--- config.mk ---
export PLATFORM = sky130hd
export DESIGN_NAME = frs_mod
export DESIGN_NICKNAME = d
export VERILOG_FILES = /design/src/hw/rtl/frs_pkg.sv /design/src/hw/rtl/frs_mod.sv
export SDC_FILE = /design/constraint.sdc
export NUM_CORES = 1
export LEC_CHECK = 0
export ABC_AREA = 1
export BUFFER_PORTS_ARGS = -buffer_cell sky130_fd_sc_hd__buf_2
export CORE_ASPECT_RATIO = 1.25
export CORE_MARGIN = 2
export CORE_UTILIZATION = 45
export CTS_BUF_LIST = sky130_fd_sc_hd__clkbuf_8
export CTS_CLUSTER_DIAMETER = 50
export DETAILED_ROUTE_END_ITERATION = 16
export GPL_TIMING_DRIVEN = 0
export PLACE_DENSITY = 0.67
export SYNTH_ARGS = -nofsm -noshare
export SYNTH_HDL_FRONTEND = slang
export SYNTH_SLANG_ARGS = --single-unit
--- constraint.sdc ---
create_clock -name i_clk -period 2.4 [get_ports i_clk]
set_clock_uncertainty 0.1 [all_clocks]
set_input_delay 0.12 -clock i_clk [delete_from_list [all_inputs] [get_ports i_clk]]
set_output_delay 0.12 -clock i_clk [all_outputs]
set_load 0.02 [all_outputs]
--- src/hw/rtl/frs_pkg.sv ---
// Shared constants and types of the Floyd random sampler.
`timescale 1ns / 1ps

package frs_pkg;

    localparam int CFG_W       = 11;   // width of both configuration registers
    localparam int CFG_ADDR_W  = 1;
    localparam int WORD_W      = 31;   // width of the random_value field
    localparam int IN_TDATA_W  = 32;
    localparam int INDEX_W     = 10;   // width of the index field
    localparam int OUT_TDATA_W = 16;
    localparam int EPOCH_W     = 8;    // sample tag stored per used-map entry

    localparam int DEF_MAX_POPULATION = 1024;
    localparam int DEF_RANDOM_BITS    = 31;

    localparam logic [CFG_ADDR_W-1:0] CFG_POPULATION = 1'b0;
    localparam logic [CFG_ADDR_W-1:0] CFG_SAMPLE     = 1'b1;

    typedef enum logic [2:0] {
        S_IDLE,
        S_CLEAR,
        S_START,
        S_DIV,
        S_READ,
        S_CHECK,
        S_OUT
    } t_state;

    // Handshake between the sequencer and the serial remainder unit.
    typedef struct packed {
        logic busy;
        logic done;
    } t_mod_stat;

endpackage

--- src/hw/rtl/frs_mod.sv ---
// Bit-serial restoring remainder unit: one dividend bit per cycle.
`timescale 1ns / 1ps

module frs_mod
    import frs_pkg::*;
#(
    parameter int WB = DEF_RANDOM_BITS
) (
    input  logic             i_clk,
    input  logic             i_rst_n,
    input  logic             i_start,
    input  logic [WB-1:0]    i_word,
    input  logic [CFG_W:0]   i_divisor,
    output logic [CFG_W-1:0] o_rem,
    output t_mod_stat        o_stat
);

    localparam int CNT_W = $clog2(WB + 1);

    logic [WB-1:0]    r_word;
    logic [CFG_W-1:0] r_rem;
    logic [CNT_W-1:0] r_cnt;
    logic             r_busy;
    logic             r_done;

    logic [CFG_W:0]   n_shift;
    logic [CFG_W:0]   n_diff;
    logic [CFG_W-1:0] n_rem;

    // The partial remainder stays below the divisor, so it fits in CFG_W bits.
    always_comb begin
        n_shift = {r_rem, r_word[WB-1]};
        n_diff  = n_shift - i_divisor;
        n_rem   = (n_shift >= i_divisor) ? n_diff[CFG_W-1:0] : n_shift[CFG_W-1:0];
    end

    always_ff @(posedge i_clk) begin
        if (!i_rst_n) begin
            r_busy <= 1'b0;
            r_done <= 1'b0;
            r_cnt  <= '0;
        end else begin
            r_done <= 1'b0;
            if (i_start) begin
                r_busy <= 1'b1;
                r_cnt  <= CNT_W'(WB);
            end else if (r_busy) begin
                r_cnt <= r_cnt - 1'b1;
                if (r_cnt == CNT_W'(1)) begin
                    r_busy <= 1'b0;
                    r_done <= 1'b1;
                end
            end
        end
    end

    always_ff @(posedge i_clk) begin
        if (i_start) begin
            r_word <= i_word;
            r_rem  <= '0;
        end else if (r_busy) begin
            r_word <= {r_word[WB-2:0], 1'b0};
            r_rem  <= n_rem;
        end
    end

    assign o_rem       = r_rem;
    assign o_stat.busy = r_busy;
    assign o_stat.done = r_done;

endmodule

==> flow_metrics.py, run 1 <==
metrics = {
    "die": {
        "die_x_um": 77.60,
        "fp-row-count": 33,
        "core_um2": 6565,
        "start_util": 0.4641,
        "die_h_um": 96.00,
        "io_pins": 59,
        "die-area_um2": 7449,
    },
    "sta": {
        "tightestPinTransition_ps": 428.9,
        "fin_crit_sh": 0.8627,
        "fin_setup_tns_ps": 0,
        "hold_viol_final": 0,
        "rsz0062_at_grt": "no",
        "setup_viol": 0,
        "fmax_mhz": 483.0,
        "fin_crit_ps": 2070,
        "max_slew_margin": 0.7123,
        "final.setup.worst_slack_ps": 329.5,
        "drv_slew": 0,
    },
    "route": {
        "ant_nets": 0,
        "avgViaCountPerCell": 4.727,
        "drc_errors": 0,
        "vias": 2732,
        "initialDrtViolationCount": 87,
        "dr.pass1.iters": 6,
        "wl_per_cell_um": 11.21,
        "wl_um": 6481,
    },
    "finish": {
        "area_delta_synth_final_pct": 25.13,
        "final_area_um2": 3812,
        "nets": 551,
        "drive_above_1_share": 0.2220,
        "insertedDiodeCount": 0,
    },
    "synthesis": {
        "async_flop_share": 0,
        "synth.area.top_cells": "edfxtp_1 31%, nand2_1 19%, dfxtp_1 12%, inv_1 6.9%, ha_1 5.7%",
        "synthDistinctLibCells": 35,
        "seq_area_frac_synth": 0.4238,
        "syn_inst": 398,
        "post_synth.cell_area_avg_um2": 7.655,
        "synth_seq_cells": 49,
        "ys.flop_type": "edfxtp_1",
        "mappedNetlistArea_um2": 3047,
        "synth_top_cell_area_share": 0.3055,
        "yosysTopAreaCell": "edfxtp_1",
        "synth_nets": 459,
        "yosys_warnings": 0,
        "synth_edf_count": 31,
    },
    "global_route": {
        "grt_pass1_wl_um": 11230,
        "grt_overflow_total": 0,
        "grt_max_degree": 38,
        "grt_usage": 0.1852,
        "antenna_found_initial": 0,
        "grt_pass1_vias": 2648,
    },
    "cts": {
        "tritoncts": "yes",
        "clock_sinks": 49,
        "cts_root_buffer": "clkbuf_8",
        "htreeDepth": 2,
        "clkLatencyLatePin_ps": 300,
        "cts_max_path_buffers": 2,
        "numCtsBuffers": 5,
        "clk_pin_slew_worst_paths_ps": 80,
        "cts_setup_buffers": 0,
    },
    "power_and_ir_drop": {
        "ir_drop_mv": 0.3704,
        "leakage_nw": 2.012,
        "p_per_area_nw_per_um2": 464.8,
    },
    "critical_path": {
        "worst_setup_path_start_kind": "register",
        "cp_max_fo": 10,
        "crit_top_cell": "nand2_2",
        "crit_buf_inv": 3,
        "cp.required_ps": 2480,
        "crit_arrival_ps": 2150,
        "path_cells": "inv_1 > ha_1 > fa_1 > inv_2 > nand2_2 > nand2_2 > nand2_2 > nand2_2 > nand2_4 > nand3_4 > buf_12 > nand2_2 > nand3_1 > o21ai_1",
        "critPathSlowestCell": "fa_1",
        "critPathKind": "reg2reg",
        "critical_path.top_delay_family": "adder cells",
        "max_stage_delay_ps": 420,
        "end_kind": "register",
    },
    "job": {
        "drv_cap": 0,
    },
    "placed_design": {
        "portBuffers": 57,
        "placed_area_um2": 3441,
        "gp_congestion": 0.8467,
        "place_hpwl_um": 4666,
        "dp_slack_ps": 261.5,
    },
    "outcome": {
        "status": "complete, no violations",
    },
    "min_path": {
        "min_path_type": "in2reg",
    },
}
[registers in the layout, indices dropped and copies added, names as in the netlist]
signal and flops:
o_rem 11, r_word 31, r_cnt 5, r_done 1, r_busy 1
[cells by family after synthesis]
logic type	share of synthesized area
buffers and inverters	0.1211
and+or+nand+nor	0.3470
xor gates and xnor gates	0.008626
DFF	0.4238
AOI/OAI and AO/OA	0.03532
adders and majority gates	0.06407
[per-layer routing]
metal	vias up	share of wire	GRT usage
met1	1225	0.42	0.2081
met5	-	0	0
met3	9	0.038	0.02533
li1	1430	-	-
met4	0	0.015	0.06696
met2	68	0.52	0.3556
[repair_timing]
item,CTS,global route
hold buffers,27,0
hold endpoints to repair,30,0
gates resized for setup,0,0
[tightest hold or removal path: cells and delay by family]
| kind | cells | cell delay, ps |
|---|---|---|
| buffers and inverters | 1 | 70 |
| AND/OR/NAND/NOR | 2 | 110 |
[Yosys cell counts, types with 2 or more instances]
| library cell | number |
|---|---|
| ha_1 | 14 |
| nand3_1 | 21 |
| nand2_2 | 15 |
| buf_1 | 2 |
| edfxtp_1 | 31 |
| clkbuf_1 | 4 |
| nand2_4 | 2 |
| nand3_2 | 6 |
| a21oi_1 | 4 |
| nand4_1 | 15 |
| inv_1 | 56 |
| buf_2 | 2 |
| a31oi_1 | 2 |
| buf_6 | 3 |
| o21ai_1 | 5 |
| buf_4 | 3 |
| nand2_1 | 155 |
| nor2_1 | 11 |
| xor2_1 | 3 |
| dfxtp_1 | 18 |
| clkinv_1 | 4 |
| inv_2 | 7 |
| o21ai_0 | 2 |
| o31ai_1 | 2 |
[through the flow]
step	utilization	std cells	hold WS, ps	power (mW)
4_1_cts	0.5777	577	3.687	1.780
3_5_place_dp	0.5241	542	291.7	1.287
3_3_place_gp	0.5241	542	278.4	1.281
5_1_grt	0.5807	578	12.49	1.867
6_report	0.5807	578	7.979	1.772
2_1_floorplan	-	398	131.0	1.199
[power by group]
group | switching [mW] | internal [mW] | total, mW
combinational | 0.175 | 0.135 | 0.310
clock | 0.266 | 0.197 | 0.463
sequential | 0.0230 | 0.975 | 0.998
[cells in the final DEF (no fill, tap or decap), drive strengths merged]
| cell type | count |
|---|---|
| nand2 | 172 |
| buf | 69 |
| inv | 63 |
| edfxtp | 31 |
| nand3 | 28 |
| dlygate4sd3 | 27 |
| dfxtp | 18 |
| nand4 | 16 |
| ha | 14 |
| nor2 | 13 |
| clkbuf | 9 |
| clkinv | 8 |
| o21ai | 7 |
| a21oi | 5 |
| xor2 | 3 |
| o31ai | 2 |
| a31oi | 2 |
| or2 | 1 |
| nor3 | 1 |
| a221oi | 1 |
| fa | 1 |
[area by class of cell]
cell class / instances / area [µm²]
fillers: 610 / 2753
multi-input cells: 266 / 1386
flip-flops and latches: 49 / 1291
repair buffers: 85 / 575.6
inverters: 68 / 260.3
plain buffers: 15 / 108.9
well taps: 87 / 108.9
clock buffers: 5 / 68.82
clock inverters: 3 / 12.51
[worst paths after layout]
kind / from / endpoint / slack [ps] / cells past startpoint
hold / removal: i_word[27] / r_word[27] / 8 / 3
setup / recovery: r_word[30] / o_rem[2] / 330 / 14
setup reg to reg: r_word[30] / o_rem[2] / 330 / 14
hold reg to reg: o_rem[10] / o_rem[10] / 390 / 2
Note: power is estimated with default switching activity, not from simulation.
==> run 2: changes to the inputs <==
CORE_UTILIZATION = 57   (was 45)
PLACE_DENSITY = 0.82   (was 0.67)
==> run 2 against run 1 <==
Worst hold slack better by 15 ps; flip-flop and latch count did not move; die area fell by 20%; global-route usage up 6.6 points; via count grew 3.6%; critical endpoint is now o_rem[9]; register-to-register slack lost 60 ps; cell count is 3.8% lower.
==> flow_metrics.py, run 2 (synthesized netlist as in run 1, its figures left out) <==
metrics = {
    "global_route": {
        "grt_pass1_vias": 2831,
        "grt_overflow_total": 0,
        "grt_max_degree": 38,
        "grt_usage": 0.2516,
        "antenna_found_initial": 0,
        "grt_pass1_wl_um": 12060,
    },
    "route": {
        "dr.pass1.iters": 4,
        "drc_errors": 0,
        "wl_um": 7162,
        "ant_nets": 0,
        "vias": 2831,
        "avgViaCountPerCell": 5.092,
        "wl_per_cell_um": 12.88,
        "initialDrtViolationCount": 155,
    },
    "critical_path": {
        "r2r_slack_ps": 270,
        "r2r-start": "r_word[30]",
        "max_stage_delay_ps": 430,
        "cp.required_ps": 2510,
        "crit_buf_inv": 3,
        "critPathSlowestCell": "fa_1",
        "worst_setup_path_start_kind": "register",
        "crit_top_cell": "nand2_2",
        "reg2regPathDepth": 14,
        "crit_arrival_ps": 2240,
        "cp_max_fo": 10,
        "end_kind": "register",
        "critPathKind": "reg2reg",
        "critical_path.top_delay_family": "adder cells",
        "cp-startpoint": "r_word[30]",
        "r2r-end": "o_rem[9]",
        "path_cells": "inv_1 > ha_1 > fa_1 > inv_2 > nand2_2 > nand2_2 > nand2_2 > nand2_2 > nand2_4 > nand3_4 > buf_12 > nand3_2 > nand2_1 > nand2_1",
    },
    "sta": {
        "setup_viol": 0,
        "fin_crit_sh": 0.8887,
        "rsz0062_at_grt": "no",
        "hold_viol_final": 0,
        "tightestPinTransition_ps": 431.7,
        "fin_setup_tns_ps": 0,
        "fmax_mhz": 468.9,
        "fin_crit_ps": 2133,
        "max_slew_margin": 0.7122,
        "hold_slack_ps": 22.60,
        "drv_slew": 0,
    },
    "cts": {
        "cts_max_path_buffers": 2,
        "clkLatencyLatePin_ps": 310,
        "tritoncts": "yes",
        "htreeDepth": 2,
        "cts_resized": 0,
        "clock_sinks": 49,
        "cts_root_buffer": "clkbuf_8",
        "numCtsBuffers": 5,
        "clk_pin_slew_worst_paths_ps": 80,
    },
    "power_and_ir_drop": {
        "clkPwrFrac": 0.302,
        "leakage_nw": 2.038,
        "switching_power_mw": 0.4789,
        "netSwitchingFraction": 0.2525,
        "pwr-share-seq": 0.527,
        "intPower_mw": 1.418,
        "pwr-share-comb": 0.170,
        "p_per_area_nw_per_um2": 494.4,
        "ir_drop_mv": 0.5315,
    },
    "job": {
        "drv_cap": 0,
    },
    "finish": {
        "drive_above_1_share": 0.2206,
        "largest_register": "r_word",
        "area_delta_synth_final_pct": 25.91,
        "final_common_cell": "nand2_1",
        "insertedDiodeCount": 0,
        "final_cell_mix": "155 x nand2_1, 59 x buf_2, 56 x inv_1, 31 x edfxtp_1, 30 x dlygate4sd3_1",
        "nets": 554,
        "largest_reg_flops": 31,
    },
    "placed_design": {
        "gp_congestion": 0.8680,
        "portBuffers": 57,
        "place_hpwl_um": 4728,
    },
    "die": {
        "start_util": 0.5955,
        "die_h_um": 85.74,
        "die-area_um2": 5950,
        "die_x_um": 69.39,
        "fp-row-count": 29,
        "io_pins": 59,
        "core_um2": 5116,
    },
    "min_path": {
        "holdPathStages": 3,
        "whs_endpoint": "r_word[28]",
        "min-delay-start": "i_word[28]",
        "min_path_type": "in2reg",
    },
    "outcome": {
        "status": "complete, no violations",
    },
}
==> run 2: changes by cell type in the layout (fill, tap and decap cells not counted) <==
cell	previous run	this run
clkinv_2	1	0
dlygate4sd3_1	27	30
inv_1	55	56
bufinv_16	0	1
clkinv_1	7	6
==> run 2: how the worst max path moves through the flow <==
stage	to	slack, ps	cells after the start
after floorplan	o_rem[2]	440	13
after global placement	r_word[1]	310	2
after detailed placement	r_word[1]	270	2
after CTS	o_rem[2]	230	14
after global routing	o_rem[7]	130	14
final	o_rem[9]	270	14
==> run 2: repair_timing <==
item / 4_1_cts / 5_1_grt
endpoints found under the setup margin: 0 / 0
hold endpoints to repair: 32 / 0
hold buffers: 30 / 0
setup buffers: 0 / 0
==> run 2: cell type report <==
class | instances | area, µm²
clock inverter | 3 | 37.54
inverter | 68 | 260.3
timing repair buffer | 88 | 605.6
multi-input combinational | 266 | 1386
fill | 371 | 1280
buffer | 15 | 108.9
clock buffer | 5 | 68.82
sequential | 49 | 1291
tap | 62 | 77.57
==> run 2: per-stage QoR <==
step	instances	worst slack (ps)	utilization	area (µm²)	total power, mW
floorplan	398	441.0	-	3047	1.199
global placement	517	309.5	0.6664	3410	1.277
detailed placement	517	267.9	0.6664	3410	1.289
CTS	555	230.3	0.7459	3816	1.885
global route	556	129.5	0.7498	3836	1.971
finish	556	267.2	0.7498	3836	1.897
==> run 2: layer usage <==
| layer | GRT usage | vias to the layer above | share of wire |
|---|---|---|---|
| li1 | - | 1441 | - |
| met1 | 0.2702 | 1292 | 0.40 |
| met2 | 0.4878 | 81 | 0.53 |
| met3 | 0.03408 | 17 | 0.040 |
| met4 | 0.1087 | 0 | 0.028 |
| met5 | 0 | - | 0 |
==> run 2: power by group through the flow <==
stage               combinational, mW  clock, mW  sequential (mW)
floorplan                       0.185          0             1.01
global placement                0.260          0             1.02
detailed placement              0.270          0             1.02
CTS                             0.308      0.577             1.00
global route                    0.362      0.603             1.01
finish                          0.323      0.574             1.00
==> run 2: worst reg2reg max path, stage by stage, from the launching register on <==
cell,delay [ps]
edfxtp_1,350
inv_1,60
ha_1,220
fa_1,430
inv_2,110
nand2_2,60
nand2_2,60
nand2_2,60
nand2_2,80
nand2_4,70
nand3_4,80
buf_12,150
nand3_2,80
nand2_1,80
nand2_1,50
